[src/hdl/gzhp_pkg.sv]
// Shared types for the gzip header parser: result kinds, error codes and result records.
// It has no dependencies. The parser core, the output queue and the top level use it.
package gzhp_pkg;

  typedef enum logic [1:0] {
    KIND_CHUNK = 2'd0,
    KIND_DONE  = 2'd1,
    KIND_ERROR = 2'd2
  } kind_e;

  typedef enum logic [2:0] {
    ERR_MAGIC     = 3'd0,
    ERR_METHOD    = 3'd1,
    ERR_RESERVED  = 3'd2,
    ERR_EXTRA     = 3'd3,
    ERR_RA        = 3'd4,
    ERR_TRUNCATED = 3'd5
  } err_e;

  typedef struct packed {
    kind_e       kind;
    err_e        error_code;
    logic [15:0] chunk_index;
    logic [15:0] chunk_size;
    logic [31:0] chunk_offset;
    logic [31:0] header_length;
    logic [15:0] chunk_length;
    logic [15:0] chunk_count;
    logic        last;
  } result_t;

  typedef struct packed {
    logic    v0;
    result_t r0;
    logic    v1;
    result_t r1;
  } res_pair_t;

endpackage

[src/hdl/gzip_header_ra_parser.sv]
// Top level of the gzip member header parser with random-access chunk table decoding.
// It depends on gzhp_pkg, gzhp_core and gzhp_outq.
//
//   Channel  Direction  Handshake                 Transaction payload
//   in       input      in_valid_i / in_stall_o   data_byte_i, end_of_input_i
//   out      output     out_valid_o / out_stall_i kind_o .. chunk_count_o, last_o
//
// A byte is registered at the edge that accepts it and processed once the output queue has room
// for two entries, so one byte is accepted every cycle while that room lasts; its results are
// written into the queue and offered from its head. A chunk entry with a final result takes two entries.
// The input stalls while a byte waits in the input register and the output queue has fewer
// than two free entries.
// Reset returns the parser to the first magic byte and empties the queue.
module gzip_header_ra_parser #(
  parameter int OUT_DEPTH = 4
) (
  input  logic        clk_i,
  input  logic        rst_ni,
  input  logic        in_valid_i,
  output logic        in_stall_o,
  input  logic [7:0]  data_byte_i,
  input  logic        end_of_input_i,
  output logic        out_valid_o,
  input  logic        out_stall_i,
  output logic [1:0]  kind_o,
  output logic [2:0]  error_code_o,
  output logic [15:0] chunk_index_o,
  output logic [15:0] chunk_size_o,
  output logic [31:0] chunk_offset_o,
  output logic [31:0] header_length_o,
  output logic [15:0] chunk_length_o,
  output logic [15:0] chunk_count_o,
  output logic        last_o
);

  logic                in_vld_q;
  logic                in_vld_d;
  logic [7:0]          in_byte_q;
  logic                in_eoi_q;
  logic                take;
  logic                proc;
  logic                room;
  logic                pop;
  gzhp_pkg::res_pair_t pair;
  gzhp_pkg::result_t   head;

  assign proc       = in_vld_q & room;
  assign in_stall_o = in_vld_q & ~room;
  assign take       = in_valid_i & ~in_stall_o;
  assign pop        = out_valid_o & ~out_stall_i;

  always_comb begin
    in_vld_d = in_vld_q;
    if (take) begin
      in_vld_d = 1'b1;
    end else if (proc) begin
      in_vld_d = 1'b0;
    end
  end

  always_ff @(posedge clk_i or negedge rst_ni) begin
    if (!rst_ni) begin
      in_vld_q <= 1'b0;
    end else begin
      in_vld_q <= in_vld_d;
    end
  end

  always_ff @(posedge clk_i) begin
    if (take) begin
      in_byte_q <= data_byte_i;
      in_eoi_q  <= end_of_input_i;
    end
  end

  gzhp_core u_core (
    .clk_i  (clk_i),
    .rst_ni (rst_ni),
    .proc_i (proc),
    .byte_i (in_byte_q),
    .eoi_i  (in_eoi_q),
    .res_o  (pair)
  );

  gzhp_outq #(
    .DEPTH (OUT_DEPTH)
  ) u_outq (
    .clk_i   (clk_i),
    .rst_ni  (rst_ni),
    .push_i  (proc),
    .pair_i  (pair),
    .room_o  (room),
    .valid_o (out_valid_o),
    .pop_i   (pop),
    .head_o  (head)
  );

  assign kind_o          = head.kind;
  assign error_code_o    = head.error_code;
  assign chunk_index_o   = head.chunk_index;
  assign chunk_size_o    = head.chunk_size;
  assign chunk_offset_o  = head.chunk_offset;
  assign header_length_o = head.header_length;
  assign chunk_length_o  = head.chunk_length;
  assign chunk_count_o   = head.chunk_count;
  assign last_o          = head.last;

endmodule

[src/hdl/gzhp_core.sv]
// Parser state and the per-byte next-state logic of the gzip header parser.
// It depends on gzhp_pkg. It produces up to two result records for each processed byte.
module gzhp_core (
  input  logic               clk_i,
  input  logic               rst_ni,
  input  logic               proc_i,
  input  logic [7:0]         byte_i,
  input  logic               eoi_i,
  output gzhp_pkg::res_pair_t res_o
);

  localparam logic [7:0] MAGIC_FIRST   = 8'h1f;
  localparam logic [7:0] MAGIC_SECOND  = 8'h8b;
  localparam logic [7:0] METHOD_DEFL   = 8'h08;
  localparam logic [7:0] FLAG_RESERVED = 8'hE0;
  localparam logic [4:0] FLAG_HCRC     = 5'h02;
  localparam logic [4:0] FLAG_EXTRA    = 5'h04;
  localparam logic [4:0] FLAG_NAME     = 5'h08;
  localparam logic [4:0] FLAG_COMMENT  = 5'h10;
  localparam logic [7:0] ID_R          = 8'h52;
  localparam logic [7:0] ID_A          = 8'h41;

  typedef enum logic [13:0] {
    PH_MAGIC1  = 14'h0001,
    PH_MAGIC2  = 14'h0002,
    PH_METHOD  = 14'h0004,
    PH_FLAGS   = 14'h0008,
    PH_FIXED   = 14'h0010,
    PH_XLEN    = 14'h0020,
    PH_SUBHDR  = 14'h0040,
    PH_SKIPSUB = 14'h0080,
    PH_RAHDR   = 14'h0100,
    PH_RACHUNK = 14'h0200,
    PH_NAME    = 14'h0400,
    PH_COMMENT = 14'h0800,
    PH_HCRC    = 14'h1000,
    PH_IDLE    = 14'h2000
  } phase_e;

  typedef struct packed {
    phase_e      phase;
    logic [2:0]  fbc;
    logic [7:0]  hold;
    logic [4:0]  flags;
    logic [15:0] extra_rem;
    logic [15:0] sub_rem;
    logic [7:0]  id_first;
    logic [7:0]  id_second;
    logic [15:0] ra_version;
    logic [15:0] ra_len;
    logic [15:0] ra_cnt;
    logic [15:0] entry;
    logic [31:0] offset;
    logic [31:0] hcount;
  } state_t;

  function automatic state_t reset_state();
    state_t s;
    s = '0;
    s.phase = PH_MAGIC1;
    return s;
  endfunction

  function automatic gzhp_pkg::result_t zero_result();
    gzhp_pkg::result_t r;
    r = '0;
    return r;
  endfunction

  state_t              st_q;
  state_t              st_d;
  logic                bnd;
  logic                sec;
  logic [1:0]          lvl;
  logic                dn;
  logic                fl;
  gzhp_pkg::err_e      fcode;
  logic                ck;
  logic [15:0]         v16;
  logic [15:0]         er4;
  logic [15:0]         sub_m1;
  gzhp_pkg::result_t   ck_res;
  gzhp_pkg::result_t   fin_res;

  always_comb begin
    st_d   = st_q;
    bnd    = 1'b0;
    sec    = 1'b0;
    lvl    = 2'd0;
    dn     = 1'b0;
    fl     = 1'b0;
    fcode  = gzhp_pkg::ERR_MAGIC;
    ck     = 1'b0;
    v16    = {byte_i, st_q.hold};
    er4    = st_q.extra_rem - 16'd4;
    sub_m1 = st_q.sub_rem - 16'd1;
    if (eoi_i) begin
      fl    = (st_q.phase != PH_IDLE);
      fcode = gzhp_pkg::ERR_TRUNCATED;
    end else if (st_q.phase != PH_IDLE) begin
      if (st_q.hcount != '1) begin
        st_d.hcount = st_q.hcount + 32'd1;
      end
      case (st_q.phase)
        PH_MAGIC1: begin
          if (byte_i != MAGIC_FIRST) begin
            fl = 1'b1;
          end else begin
            st_d.phase = PH_MAGIC2;
          end
        end
        PH_MAGIC2: begin
          if (byte_i != MAGIC_SECOND) begin
            fl = 1'b1;
          end else begin
            st_d.phase = PH_METHOD;
          end
        end
        PH_METHOD: begin
          st_d.hold  = byte_i;
          st_d.phase = PH_FLAGS;
        end
        PH_FLAGS: begin
          if (st_q.hold != METHOD_DEFL) begin
            fl    = 1'b1;
            fcode = gzhp_pkg::ERR_METHOD;
          end else if ((byte_i & FLAG_RESERVED) != 8'd0) begin
            fl    = 1'b1;
            fcode = gzhp_pkg::ERR_RESERVED;
          end else begin
            st_d.flags = byte_i[4:0];
            st_d.fbc   = 3'd0;
            st_d.phase = PH_FIXED;
          end
        end
        PH_FIXED: begin
          st_d.fbc = st_q.fbc + 3'd1;
          if (st_d.fbc >= 3'd6) begin
            st_d.fbc = 3'd0;
            if ((st_q.flags & FLAG_EXTRA) != 5'd0) begin
              st_d.phase = PH_XLEN;
            end else begin
              sec = 1'b1;
              lvl = 2'd0;
            end
          end
        end
        PH_XLEN: begin
          if (st_q.fbc == 3'd0) begin
            st_d.hold = byte_i;
            st_d.fbc  = 3'd1;
          end else begin
            st_d.extra_rem = v16;
            bnd            = 1'b1;
          end
        end
        PH_SUBHDR: begin
          case (st_q.fbc)
            3'd0: begin
              st_d.id_first = byte_i;
              st_d.fbc      = 3'd1;
            end
            3'd1: begin
              st_d.id_second = byte_i;
              st_d.fbc       = 3'd2;
            end
            3'd2: begin
              st_d.hold = byte_i;
              st_d.fbc  = 3'd3;
            end
            default: begin
              st_d.extra_rem = er4;
              if (v16 > er4) begin
                fl    = 1'b1;
                fcode = gzhp_pkg::ERR_EXTRA;
              end else begin
                st_d.extra_rem = er4 - v16;
                st_d.sub_rem   = v16;
                st_d.fbc       = 3'd0;
                if (st_q.id_first == ID_R && st_q.id_second == ID_A) begin
                  if (v16 < 16'd6) begin
                    fl    = 1'b1;
                    fcode = gzhp_pkg::ERR_RA;
                  end else begin
                    st_d.phase = PH_RAHDR;
                  end
                end else if (v16 == 16'd0) begin
                  bnd = 1'b1;
                end else begin
                  st_d.phase = PH_SKIPSUB;
                end
              end
            end
          endcase
        end
        PH_SKIPSUB: begin
          st_d.sub_rem = sub_m1;
          if (sub_m1 == 16'd0) begin
            bnd = 1'b1;
          end
        end
        PH_RAHDR: begin
          st_d.sub_rem = sub_m1;
          if (!st_q.fbc[0]) begin
            st_d.hold = byte_i;
            st_d.fbc  = st_q.fbc + 3'd1;
          end else if (st_q.fbc == 3'd1) begin
            st_d.ra_version = v16;
            st_d.fbc        = 3'd2;
          end else if (st_q.fbc == 3'd3) begin
            st_d.ra_len = v16;
            st_d.fbc    = 3'd4;
          end else begin
            st_d.ra_cnt = v16;
            st_d.fbc    = 3'd0;
            if (st_q.ra_version != 16'd1 || {1'b0, sub_m1} != {v16, 1'b0}) begin
              fl    = 1'b1;
              fcode = gzhp_pkg::ERR_RA;
            end else begin
              st_d.entry  = 16'd0;
              st_d.offset = 32'd0;
              if (v16 == 16'd0) begin
                bnd = 1'b1;
              end else begin
                st_d.phase = PH_RACHUNK;
              end
            end
          end
        end
        PH_RACHUNK: begin
          st_d.sub_rem = sub_m1;
          if (st_q.fbc == 3'd0) begin
            st_d.hold = byte_i;
            st_d.fbc  = 3'd1;
          end else begin
            st_d.fbc    = 3'd0;
            ck          = 1'b1;
            st_d.offset = st_q.offset + {16'd0, v16};
            st_d.entry  = st_q.entry + 16'd1;
            if (sub_m1 == 16'd0) begin
              bnd = 1'b1;
            end
          end
        end
        PH_NAME: begin
          if (byte_i == 8'd0) begin
            sec = 1'b1;
            lvl = 2'd1;
          end
        end
        PH_COMMENT: begin
          if (byte_i == 8'd0) begin
            sec = 1'b1;
            lvl = 2'd2;
          end
        end
        PH_HCRC: begin
          st_d.fbc = st_q.fbc + 3'd1;
          if (st_d.fbc >= 3'd2) begin
            sec = 1'b1;
            lvl = 2'd3;
          end
        end
        default: begin
          st_d.phase = PH_IDLE;
        end
      endcase
    end

    if (bnd) begin
      if (st_d.extra_rem == 16'd0) begin
        sec = 1'b1;
        lvl = 2'd0;
      end else if (st_d.extra_rem <= 16'd4) begin
        fl    = 1'b1;
        fcode = gzhp_pkg::ERR_EXTRA;
      end else begin
        st_d.phase = PH_SUBHDR;
        st_d.fbc   = 3'd0;
      end
    end

    if (sec) begin
      st_d.fbc = 3'd0;
      if (lvl < 2'd1 && (st_d.flags & FLAG_NAME) != 5'd0) begin
        st_d.phase = PH_NAME;
      end else if (lvl < 2'd2 && (st_d.flags & FLAG_COMMENT) != 5'd0) begin
        st_d.phase = PH_COMMENT;
      end else if (lvl < 2'd3 && (st_d.flags & FLAG_HCRC) != 5'd0) begin
        st_d.phase = PH_HCRC;
      end else begin
        dn         = 1'b1;
        st_d.phase = PH_IDLE;
      end
    end

    if (fl) begin
      st_d.phase = PH_IDLE;
    end

    ck_res              = zero_result();
    ck_res.kind         = gzhp_pkg::KIND_CHUNK;
    ck_res.chunk_index  = st_q.entry;
    ck_res.chunk_size   = v16;
    ck_res.chunk_offset = st_q.offset;
    ck_res.chunk_length = st_q.ra_len;
    ck_res.chunk_count  = st_q.ra_cnt;

    fin_res = zero_result();
    if (fl) begin
      fin_res.kind       = gzhp_pkg::KIND_ERROR;
      fin_res.error_code = fcode;
    end else begin
      fin_res.kind          = gzhp_pkg::KIND_DONE;
      fin_res.header_length = st_d.hcount;
      fin_res.chunk_length  = st_d.ra_len;
      fin_res.chunk_count   = st_d.ra_cnt;
    end

    res_o.v0 = ck | dn | fl;
    res_o.r0 = ck ? ck_res : fin_res;
    res_o.v1 = ck & (dn | fl);
    res_o.r1 = fin_res;
    res_o.r0.last = !res_o.v1;
    res_o.r1.last = 1'b1;

    if (eoi_i) begin
      st_d = reset_state();
    end
  end

  always_ff @(posedge clk_i or negedge rst_ni) begin
    if (!rst_ni) begin
      st_q <= reset_state();
    end else if (proc_i) begin
      st_q <= st_d;
    end
  end

`ifndef ASSERT_OFF
  a_phase_onehot: assert property (@(posedge clk_i) disable iff (!rst_ni)
    $onehot(st_q.phase))
    else $error("parser phase is not one-hot");

  a_pair_order: assert property (@(posedge clk_i) disable iff (!rst_ni)
    (proc_i && res_o.v1) |-> (res_o.r0.kind == gzhp_pkg::KIND_CHUNK && !res_o.r0.last))
    else $error("second result without a chunk entry before it");

  a_final_idles: assert property (@(posedge clk_i) disable iff (!rst_ni)
    (proc_i && !eoi_i && res_o.v0 && (res_o.v1 || res_o.r0.kind != gzhp_pkg::KIND_CHUNK))
    |=> (st_q.phase == PH_IDLE))
    else $error("parser did not idle after done or error");
`endif

endmodule

[src/hdl/gzhp_outq.sv]
// Output queue of the gzip header parser; it accepts up to two result records per cycle.
// It depends on gzhp_pkg. It parts the parser from a stalled output channel.
module gzhp_outq #(
  parameter int DEPTH = 4
) (
  input  logic                clk_i,
  input  logic                rst_ni,
  input  logic                push_i,
  input  gzhp_pkg::res_pair_t pair_i,
  output logic                room_o,
  output logic                valid_o,
  input  logic                pop_i,
  output gzhp_pkg::result_t   head_o
);

  localparam int PTR_W = (DEPTH > 2) ? $clog2(DEPTH) : 1;
  localparam int CNT_W = $clog2(DEPTH + 1);
  localparam logic [PTR_W-1:0] PTR_LAST = PTR_W'(DEPTH - 1);

  function automatic logic [PTR_W-1:0] ptr_inc(input logic [PTR_W-1:0] p);
    return (p == PTR_LAST) ? '0 : p + PTR_W'(1);
  endfunction

  gzhp_pkg::result_t mem_q [DEPTH];
  logic [PTR_W-1:0]  wr_ptr_q;
  logic [PTR_W-1:0]  wr_ptr_d;
  logic [PTR_W-1:0]  wr_ptr1;
  logic [PTR_W-1:0]  rd_ptr_q;
  logic [PTR_W-1:0]  rd_ptr_d;
  logic [CNT_W-1:0]  count_q;
  logic [CNT_W-1:0]  count_d;
  logic              push0;
  logic              push1;

  assign push0   = push_i & pair_i.v0;
  assign push1   = push_i & pair_i.v1;
  assign wr_ptr1 = ptr_inc(wr_ptr_q);
  assign room_o  = (count_q <= CNT_W'(DEPTH - 2));
  assign valid_o = (count_q != '0);
  assign head_o  = mem_q[rd_ptr_q];

  always_comb begin
    wr_ptr_d = wr_ptr_q;
    if (push1) begin
      wr_ptr_d = ptr_inc(wr_ptr1);
    end else if (push0) begin
      wr_ptr_d = wr_ptr1;
    end
    rd_ptr_d = pop_i ? ptr_inc(rd_ptr_q) : rd_ptr_q;
    count_d  = count_q + CNT_W'(push0) + CNT_W'(push1) - CNT_W'(pop_i);
  end

  always_ff @(posedge clk_i) begin
    for (int i = 0; i < DEPTH; i++) begin
      if (push0 && wr_ptr_q == PTR_W'(i)) begin
        mem_q[i] <= pair_i.r0;
      end else if (push1 && wr_ptr1 == PTR_W'(i)) begin
        mem_q[i] <= pair_i.r1;
      end
    end
  end

  always_ff @(posedge clk_i or negedge rst_ni) begin
    if (!rst_ni) begin
      wr_ptr_q <= '0;
      rd_ptr_q <= '0;
      count_q  <= '0;
    end else begin
      wr_ptr_q <= wr_ptr_d;
      rd_ptr_q <= rd_ptr_d;
      count_q  <= count_d;
    end
  end

`ifndef ASSERT_OFF
  a_no_overflow: assert property (@(posedge clk_i) disable iff (!rst_ni)
    push_i |-> room_o)
    else $error("result pair pushed without room for two entries");

  a_no_underflow: assert property (@(posedge clk_i) disable iff (!rst_ni)
    pop_i |-> valid_o)
    else $error("pop from an empty result queue");

  a_count_bound: assert property (@(posedge clk_i) disable iff (!rst_ni)
    count_q <= CNT_W'(DEPTH))
    else $error("result queue count exceeds its depth");
`endif

endmodule
[config.mk]
export PLATFORM = sky130hd
export DESIGN_NAME = gzip_header_ra_parser
export DESIGN_NICKNAME = d
export VERILOG_FILES = /design/src/hdl/gzhp_pkg.sv /design/src/hdl/gzip_header_ra_parser.sv /design/src/hdl/gzhp_core.sv /design/src/hdl/gzhp_outq.sv
export SDC_FILE = /design/constraint.sdc
export NUM_CORES = 1
export LEC_CHECK = 0
export BUFFER_PORTS_ARGS = -buffer_cell sky130_fd_sc_hd__buf_2
export CAP_MARGIN = 20
export CORE_ASPECT_RATIO = 1.25
export CORE_MARGIN = 5
export CORE_UTILIZATION = 25
export DETAILED_ROUTE_END_ITERATION = 16
export PLACE_DENSITY = 0.44
export SKIP_LAST_GASP = 1
export SYNTH_ARGS = -nofsm -noshare
export SYNTH_HDL_FRONTEND = slang
export SYNTH_SLANG_ARGS = --single-unit
[constraint.sdc]
create_clock -name clk_i -period 21 [get_ports clk_i]
set_clock_uncertainty 0.1 [all_clocks]
set_input_delay 3.15 -clock clk_i [delete_from_list [all_inputs] [get_ports clk_i]]
set_output_delay 3.15 -clock clk_i [all_outputs]
set_load 0.03 [all_outputs]
==> out/metrics.yaml, run 1 <==
drt:
  avgRoutedWirePerCell_um: 22.6
  viasPerCell: 4.92
  route.detailed.drc: 0
  vias: 28200
  ant_nets: 0
  finalWirelength_um: 130000
  drt_iter0_drc: 2205
  first_pass_iters: 5
clock_tree:
  tritoncts: "built"
  clkLatencyLatePin_ns: 0.70
  cts_buffer_depth: 3
  cts_root_buf: "clkbuf_16"
  postCtsResizedCells: 0
  postCtsSetupBuffers: 0
  htree_levels: 3
  ctsHoldBuffers: 0
  cts_sinks: 758
  cts_made_buffers: 81
  clk_pin_slew_ns: 0.07
setup_path:
  crit_type: "reg -> reg"
  worstSetupStartpointType: "flip-flop"
  worstPathMaxFanout: 47
  cp.arrival_ns: 8.22
  endpoint_kind: "flip-flop"
  cp_data_required_time_ns: 21.19
floorplan:
  die_x_um: 367
  die_h_um: 456
  dieArea_mm2: 0.167
  rows: 163
  io_pins: 149
  core_area_mm2: 0.158
  start_util: 0.252
global_route:
  antenna_found_initial: 4
  grt_pass1_vias: 29300
  track_usage: 0.152
  grt_overflow: 0
  grt_max_degree: 135
  grt_pass1_wl_um: 196000
logic_synthesis:
  synth_cells: 3553
  yosysWarnings: 0
  ys_ff_latch: 758
  ys.flop_type: "edfxtp_1"
  netlist_area_mm2: 0.0398
  ys_async_sr_fraction: 0.281
  ys_seq_area_frac: 0.529
  synth-edff-count: 480
  yosysUniqueCellTypes: 87
  synth_nets: 3624
  synth.avg_cell_area_um2: 11.2
sta:
  fmax_mhz: 124
  finalHoldViolCount: 0
  timing.final.crit_period_ns: 8.03
  setup_viol: 0
  maxSlewHeadroom: 0.255
  worstMarginPinSlew_ns: 1.12
  slew_viol_final: 0
  rsz0062_at_grt: "no"
  min_period_over_period: 0.383
  setup_tns_ns: 0
placed_design:
  finalWeightedCongestion: 0.929
  post_dp_cell_area_mm2: 0.0429
  numPortBuffers: 148
  dp_hpwl_um: 79100
finish:
  fill_cells: 16300
  mostFrequentLayoutCell: "edfxtp_1"
  layout-drive-gt1-share: 0.183
  mostFrequentLayoutCells: "edfxtp_1 (480), nand2_1 (378), nor2_1 (362)"
  area_growth_syn_to_layout_pct: 14.3
  final_cell_area_mm2: 0.0455
  nNetsFinal: 3669
worst_hold_path:
  hold_path_class: "reg -> reg"
run:
  maxCapViolations: 0
power_and_ir_drop:
  p_leak_nw: 16.3
  power_density_mw_per_mm2: 127
  irDropWorstVdd_mv: 0.100
outcome:
  outcome: "complete, no violations"
through the flow:
| step | setup WS, ns | instances | total power, mW | utilization | hold slack, ns |
|---|---|---|---|---|---|
| detailed placement | 13.06 | 5577 | 4.40 | 0.271 | 0.351 |
| floorplan | 8.52 | 3553 | 3.58 | - | 0.336 |
| global placement | 13.00 | 5574 | 4.39 | 0.271 | 0.350 |
| CTS | 12.98 | 5728 | 5.88 | 0.288 | 0.363 |
| global route | 12.38 | 5729 | 6.07 | 0.288 | 0.371 |
| finish | 12.97 | 5729 | 5.77 | 0.288 | 0.363 |
flip-flops by register name, summed over array words and instances (netlist names):
name             flops
u_core.ck_res       88
in_eoi_q             1
u_outq.rd_ptr_q      2
u_core.st_q        117
in_byte_q            8
in_vld_q             1
u_outq.mem_q       536
u_outq.count_q       3
u_outq.wr_ptr_q      2
cells in the mapped netlist (all sizes together), types with 14 or more instances:
cell    instances  area (um^2)
nand2b         19          119
nand3          61          305
nor4           28          205
nor2          367         1380
o31a           36          315
and2          207         1300
and3           19          119
edfxtp        480        14400
clkbuf        194          728
mux2i          40          400
a21o           22          165
inv           118          443
buf            67          320
mux4          134         3020
a22oi          43          323
nand2         379         1420
o21ai         211         1060
o31ai          82          616
a21oi          97          485
o32ai          33          514
xnor2          49          429
nand4          25          156
nor2b          15         93.8
dfrtp         212         5310
a31oi          20          125
ha             54          676
dfxtp          65         1300
mux2          116         1310
xor2           64          561
o211ai         14          110
or3            15         93.8
nor3          102          510
report_power, final:
group          internal [mW]  switching, mW
registers               1.85          0.147
clock network          0.795          0.651
logic                  0.745           1.59
critical path, cell delays in order (launching register included):
cell and delay (ns):
dfrtp_1 0.43, or3_1 0.50, or4b_2 0.71, nor3_1 0.20, xnor2_1 0.15, inv_1 0.09
ha_1 0.34, nand2_1 0.10, o31ai_1 0.45, nand2_1 0.22, nor2_1 0.14, buf_4 0.23
mux2_2 0.36, a211oi_1 0.30, nand4b_1 0.20, nor4_4 0.47, nand4_1 0.36, o211ai_2 0.14
buf_4 0.29, o21ai_0 0.19, a21oi_4 0.22, buf_4 0.60, buf_4 0.74
per-layer routing:
metal | vias up | GRT usage | part of all wire
met3 | 174 | 0.0202 | 0.038
met5 | - | 0 | 0.00010
li1 | 13100 | - | -
met1 | 14300 | 0.194 | 0.43
met2 | 636 | 0.266 | 0.50
met4 | 2 | 0.0489 | 0.030
area by class of cell:
class / instances / area, um^2 / area share
flip-flops and latches: 758 / 21100 / 0.462
well taps: 2062 / 2580 / 0.0567
clock inverters: 43 / 423 / 0.00929
clock buffers: 108 / 2190 / 0.0481
multi-input cells: 2416 / 17500 / 0.383
inverters: 118 / 443 / 0.00973
repair buffers: 223 / 1380 / 0.0302
diodes: 1 / 2.50 / 0.0000550
cell families after synthesis:
logic type      synth area share
compound gates             0.114
xor+xnor                  0.0260
fa+ha+maj                 0.0190
buf+inv                   0.0375
flops                      0.529
mux                        0.119
simple gates               0.156
final timing paths:
path                       cells after the start                        startpoint  slack (ns)                                 to
min in group asynchronous                      1                            rst_ni        2.35       u_core.st_q[120]$_DFFE_PN0P_
hold / removal                                 2  u_outq.mem_q[2][96]$_SDFFE_PP0P_        0.36   u_outq.mem_q[2][96]$_SDFFE_PP0P_
setup / recovery                              22      u_core.st_q[164]$_DFFE_PN0P_       12.97  u_outq.mem_q[1][82]$_SDFFCE_PP0P_
setup reg to reg                              22      u_core.st_q[164]$_DFFE_PN0P_       12.97  u_outq.mem_q[1][82]$_SDFFCE_PP0P_
hold reg to reg                                2  u_outq.mem_q[2][96]$_SDFFE_PP0P_        0.36   u_outq.mem_q[2][96]$_SDFFE_PP0P_
max in group asynchronous                      2                            rst_ni       17.09     u_outq.rd_ptr_q[1]$_DFFE_PN0P_
(Power assumes the default switching activity.)
==> run 2: changes to the inputs <==
--- a/config.mk
+++ b/config.mk
@@ -5,13 +5,14 @@
 export SDC_FILE = /design/constraint.sdc
 export NUM_CORES = 1
 export LEC_CHECK = 0
+export ABC_AREA = 1
 export BUFFER_PORTS_ARGS = -buffer_cell sky130_fd_sc_hd__buf_2
 export CAP_MARGIN = 20
 export CORE_ASPECT_RATIO = 1.25
 export CORE_MARGIN = 5
 export CORE_UTILIZATION = 25
 export DETAILED_ROUTE_END_ITERATION = 16
-export PLACE_DENSITY = 0.44
+export PLACE_DENSITY = 0.45
 export SKIP_LAST_GASP = 1
 export SYNTH_ARGS = -nofsm -noshare
 export SYNTH_HDL_FRONTEND = slang
==> constraint.sdc (replaced) <==
create_clock -name clk_i -period 6.7 [get_ports clk_i]
set_clock_uncertainty 0.1 [all_clocks]
set_input_delay 1.005 -clock clk_i [delete_from_list [all_inputs] [get_ports clk_i]]
set_output_delay 1.005 -clock clk_i [all_outputs]
set_load 0.03 [all_outputs]
==> run 2 against run 1 <==
Compared with the run above:
- critical path depth up 4
- highest routed layer unchanged
- hold slack worse by 0.22 ns
- final area up 3.7%
- sequential power rose to 2.8 times the previous value
- setup slack worse by 12 ns
- combinational power rose to 3.1 times the previous value
- non-clock buffer count up 41
- sequential share of layout area down 1.6 points
- synthesized area up 2.5%
- register-to-register slack worse by 12 ns
==> out/metrics.yaml, run 2 <==
global_route:
  grt_pass1_wl_um: 220000  # +12%
  grt_pass1_vias: 34000  # +16%
  track_usage: 0.168  # +0.0159
  grt_max_degree: 195  # +44%
  grt_overflow: 0  # unchanged
  antenna_found_initial: 9  # +5
clock_tree:
  ctsHoldBuffers: 0  # unchanged
  cts_sinks: 758  # unchanged
  tritoncts: "built"
  htree_levels: 3  # unchanged
  postCtsResizedCells: 0  # unchanged
  clkLatencyLatePin_ns: 0.71  # about the same
  clk_pin_slew_ns: 0.06  # about the same
  postCtsSetupBuffers: 0  # unchanged
  cts_root_buf: "clkbuf_16"
  cts_made_buffers: 83  # +2.5%
  cts_buffer_depth: 3  # unchanged
floorplan:
  rows: 165  # +1.2%
  io_pins: 149  # unchanged
  start_util: 0.252  # about the same
  die_h_um: 462  # +1.2%
  die_x_um: 371  # +1.2%
  core_area_mm2: 0.162  # +2.5%
  dieArea_mm2: 0.172  # +2.5%
placed_design:
  finalWeightedCongestion: 0.927  # -0.20%
  dp_hpwl_um: 93900  # +19%
  numPortBuffers: 148  # unchanged
  dp_slack_ns: 0.526  # -12.53 ns
  dp.cells: 6951  # +25%
run:
  maxCapViolations: 0  # unchanged
logic_synthesis:
  synth-edff-count: 480  # unchanged
  yosysMostFrequentCell: "nand2_1"
  synth_area_leaders: "edfxtp_1 (35%), dfrtp_1 (13%), nand2_1 (10%)"
  yosysTopAreaCell: "edfxtp_1"
  synth_top_area_frac: 0.353  # -0.00893
  ys.flop_type: "edfxtp_1"
  synth_cells: 4789  # +35%
  ys_async_sr_fraction: 0.281  # unchanged
  ys_ff_latch: 758  # unchanged
  yosysWarnings: 0  # unchanged
  ys_seq_area_frac: 0.516  # -0.0130
  synth_nets: 4860  # +34%
  synth.avg_cell_area_um2: 8.52  # -24%
  netlist_area_mm2: 0.0408  # +2.5%
  yosysUniqueCellTypes: 66  # -24%
  synth_common_cells: "nand2_1 (1096), nor2_1 (663), o21ai_0 (483)"
drt:
  route.detailed.drc: 0  # unchanged
  first_pass_iters: 5  # unchanged
  finalWirelength_um: 147000  # +13%
  viasPerCell: 4.81  # -2.3%
  vias: 34200  # +21%
  drt_iter0_drc: 2514  # +14%
  ant_nets: 0  # unchanged
  avgRoutedWirePerCell_um: 20.6  # -8.9%
sta:
  setup_tns_ns: 0  # unchanged
  rsz0062_at_grt: "no"
  maxSlewHeadroom: 0.232  # -0.0235
  worst_slack_ns: 0.543  # -12.42 ns
  slew_viol_final: 0  # unchanged
  timing.final.crit_period_ns: 6.16  # -1.88 ns
  setup_viol: 0  # unchanged
  worstMarginPinSlew_ns: 1.15  # +0.0352 ns
  fmax_mhz: 162  # +30%
  hold_ws_ns: 0.139  # -0.224 ns
  finalHoldViolCount: 0  # unchanged
  min_period_over_period: 0.919  # +0.536
setup_path:
  slowest_stage: "a21oi_4"
  cp.buffers_inverters: 2  # -3
  cp_top_family: "simple AND/OR/NAND/NOR gates"
  worstPathMaxFanout: 64  # +36%
  crit_type: "reg -> reg"
  cp_data_required_time_ns: 6.99  # -14.20 ns
  max_stage_delay_ns: 0.53  # -0.21 ns
  endpoint_kind: "flip-flop"
  worstSetupStartpointType: "flip-flop"
  crit_path_frequent_cell: "nand2_1"
  cp.arrival_ns: 6.45  # -1.77 ns
finish:
  multi_input_area_mm2: 0.0169  # -2.9%
  mostFrequentLayoutCells: "nand2_1 (1093), nor2_1 (659), o21ai_0 (483)"
  regArea_mm2: 0.0211  # unchanged
  nNetsFinal: 4941  # +35%
  final-instance-count-excl-fill: 7118  # +24%
  regMostFlops: "u_outq.mem_q"
  fill_cells: 17200  # +5.9%
  fin_util: 0.291  # +0.00319
  layout-drive-gt1-share: 0.127  # -0.0560
  largest_register_ffs: 536  # unchanged
  area_growth_syn_to_layout_pct: 15.6
  mostFrequentLayoutCell: "nand2_1"
outcome:
  outcome: "complete, no violations"
power_and_ir_drop:
  irDropWorstVdd_mv: 0.301  # +200%
  p_leak_nw: 18.2  # +12%
  power_density_mw_per_mm2: 378  # +200%
worst_hold_path:
  hold_path_class: "in -> async"
==> run 2: worst reg2reg max path, stage by stage (launching register included) <==
cell,delay [ns]
dfrtp_1,0.38
inv_1,0.17
ha_1,0.23
nand3_1,0.21
nor2_1,0.25
nand4_1,0.13
xor2_1,0.18
ha_1,0.37
nand2_1,0.12
nor2_2,0.20
and2_2,0.20
nand2_4,0.09
a21oi_4,0.53
nand3_2,0.13
nand2_1,0.11
nand2_1,0.05
a21oi_1,0.18
nand3_1,0.15
nor2_4,0.22
nand3_2,0.14
nand2_2,0.15
nand4_2,0.14
nand2_2,0.28
nand4_1,0.34
nor2_4,0.23
buf_12,0.37
nor3_2,0.23
==> run 2: logic make-up (layout without fill, tap and decap cells) <==
family	after synthesis	in the layout	synth area share
buffers and inverters	687	839	0.0713
adders and majority gates	58	58	0.0185
DFF	758	758	0.516
AOI/OAI and AO/OA	872	872	0.121
and+or+nand+nor	2342	2342	0.258
other	0	6	0
xor gates and xnor gates	72	72	0.0154
==> run 2: metal layers <==
layer	wire length (um)	track usage	vias up
li1	-	-	16300
met4	4500	0.0554	4
met3	8570	0.0291	225
met5	22	0	-
met2	69800	0.284	976
met1	64000	0.217	16700
==> run 2: worst paths after layout <==
kind                                                   start  slack, ns                                 to  cells past startpoint
setup / recovery                u_core.st_q[162]$_DFFE_PN0P_       0.54  u_outq.mem_q[3][95]$_SDFFCE_PP0P_                     26
hold / removal                                        rst_ni       0.14       u_core.ck_res[7]$_DFFE_PN0P_                      1
setup reg to reg                u_core.st_q[162]$_DFFE_PN0P_       0.54  u_outq.mem_q[3][95]$_SDFFCE_PP0P_                     26
hold reg to reg            u_outq.mem_q[2][107]$_SDFFE_PP0P_       0.34  u_outq.mem_q[2][107]$_SDFFE_PP0P_                      2
max in group asynchronous                             rst_ni       4.92     u_outq.rd_ptr_q[1]$_DFFE_PN0P_                      2
min in group clk_i         u_outq.mem_q[2][107]$_SDFFE_PP0P_       0.34  u_outq.mem_q[2][107]$_SDFFE_PP0P_                      2
==> run 2: through the flow <==
step | instance area [um^2] | power, mW
after global placement | 44200 | 13.4
after detailed placement | 44200 | 13.4
after global routing | 47200 | 18.8
final | 47200 | 17.9
after floorplan | 40800 | 10.2
after CTS | 47100 | 18.3
==> run 2: where the power goes <==
| group | total [mW] | leakage (nW) | switching [mW] | internal, mW |
|---|---|---|---|---|
| Combinational | 7.33 | 8.70 | 5.63 | 1.70 |
| Clock | 4.87 | 1.40 | 2.08 | 2.79 |
| Sequential | 5.66 | 8.06 | 0.284 | 5.38 |
| Total | 17.9 | 18.2 | 7.99 | 9.87 |
==> run 2: layout make-up <==
cell class | count | area share
inverter | 419 | 0.0338
timing repair buffer | 264 | 0.0426
clock inverter | 39 | 0.0105
sequential | 758 | 0.446
clock buffer | 117 | 0.0499
antenna | 6 | 0.000318
multi-input combinational | 3344 | 0.359
tap | 2171 | 0.0576
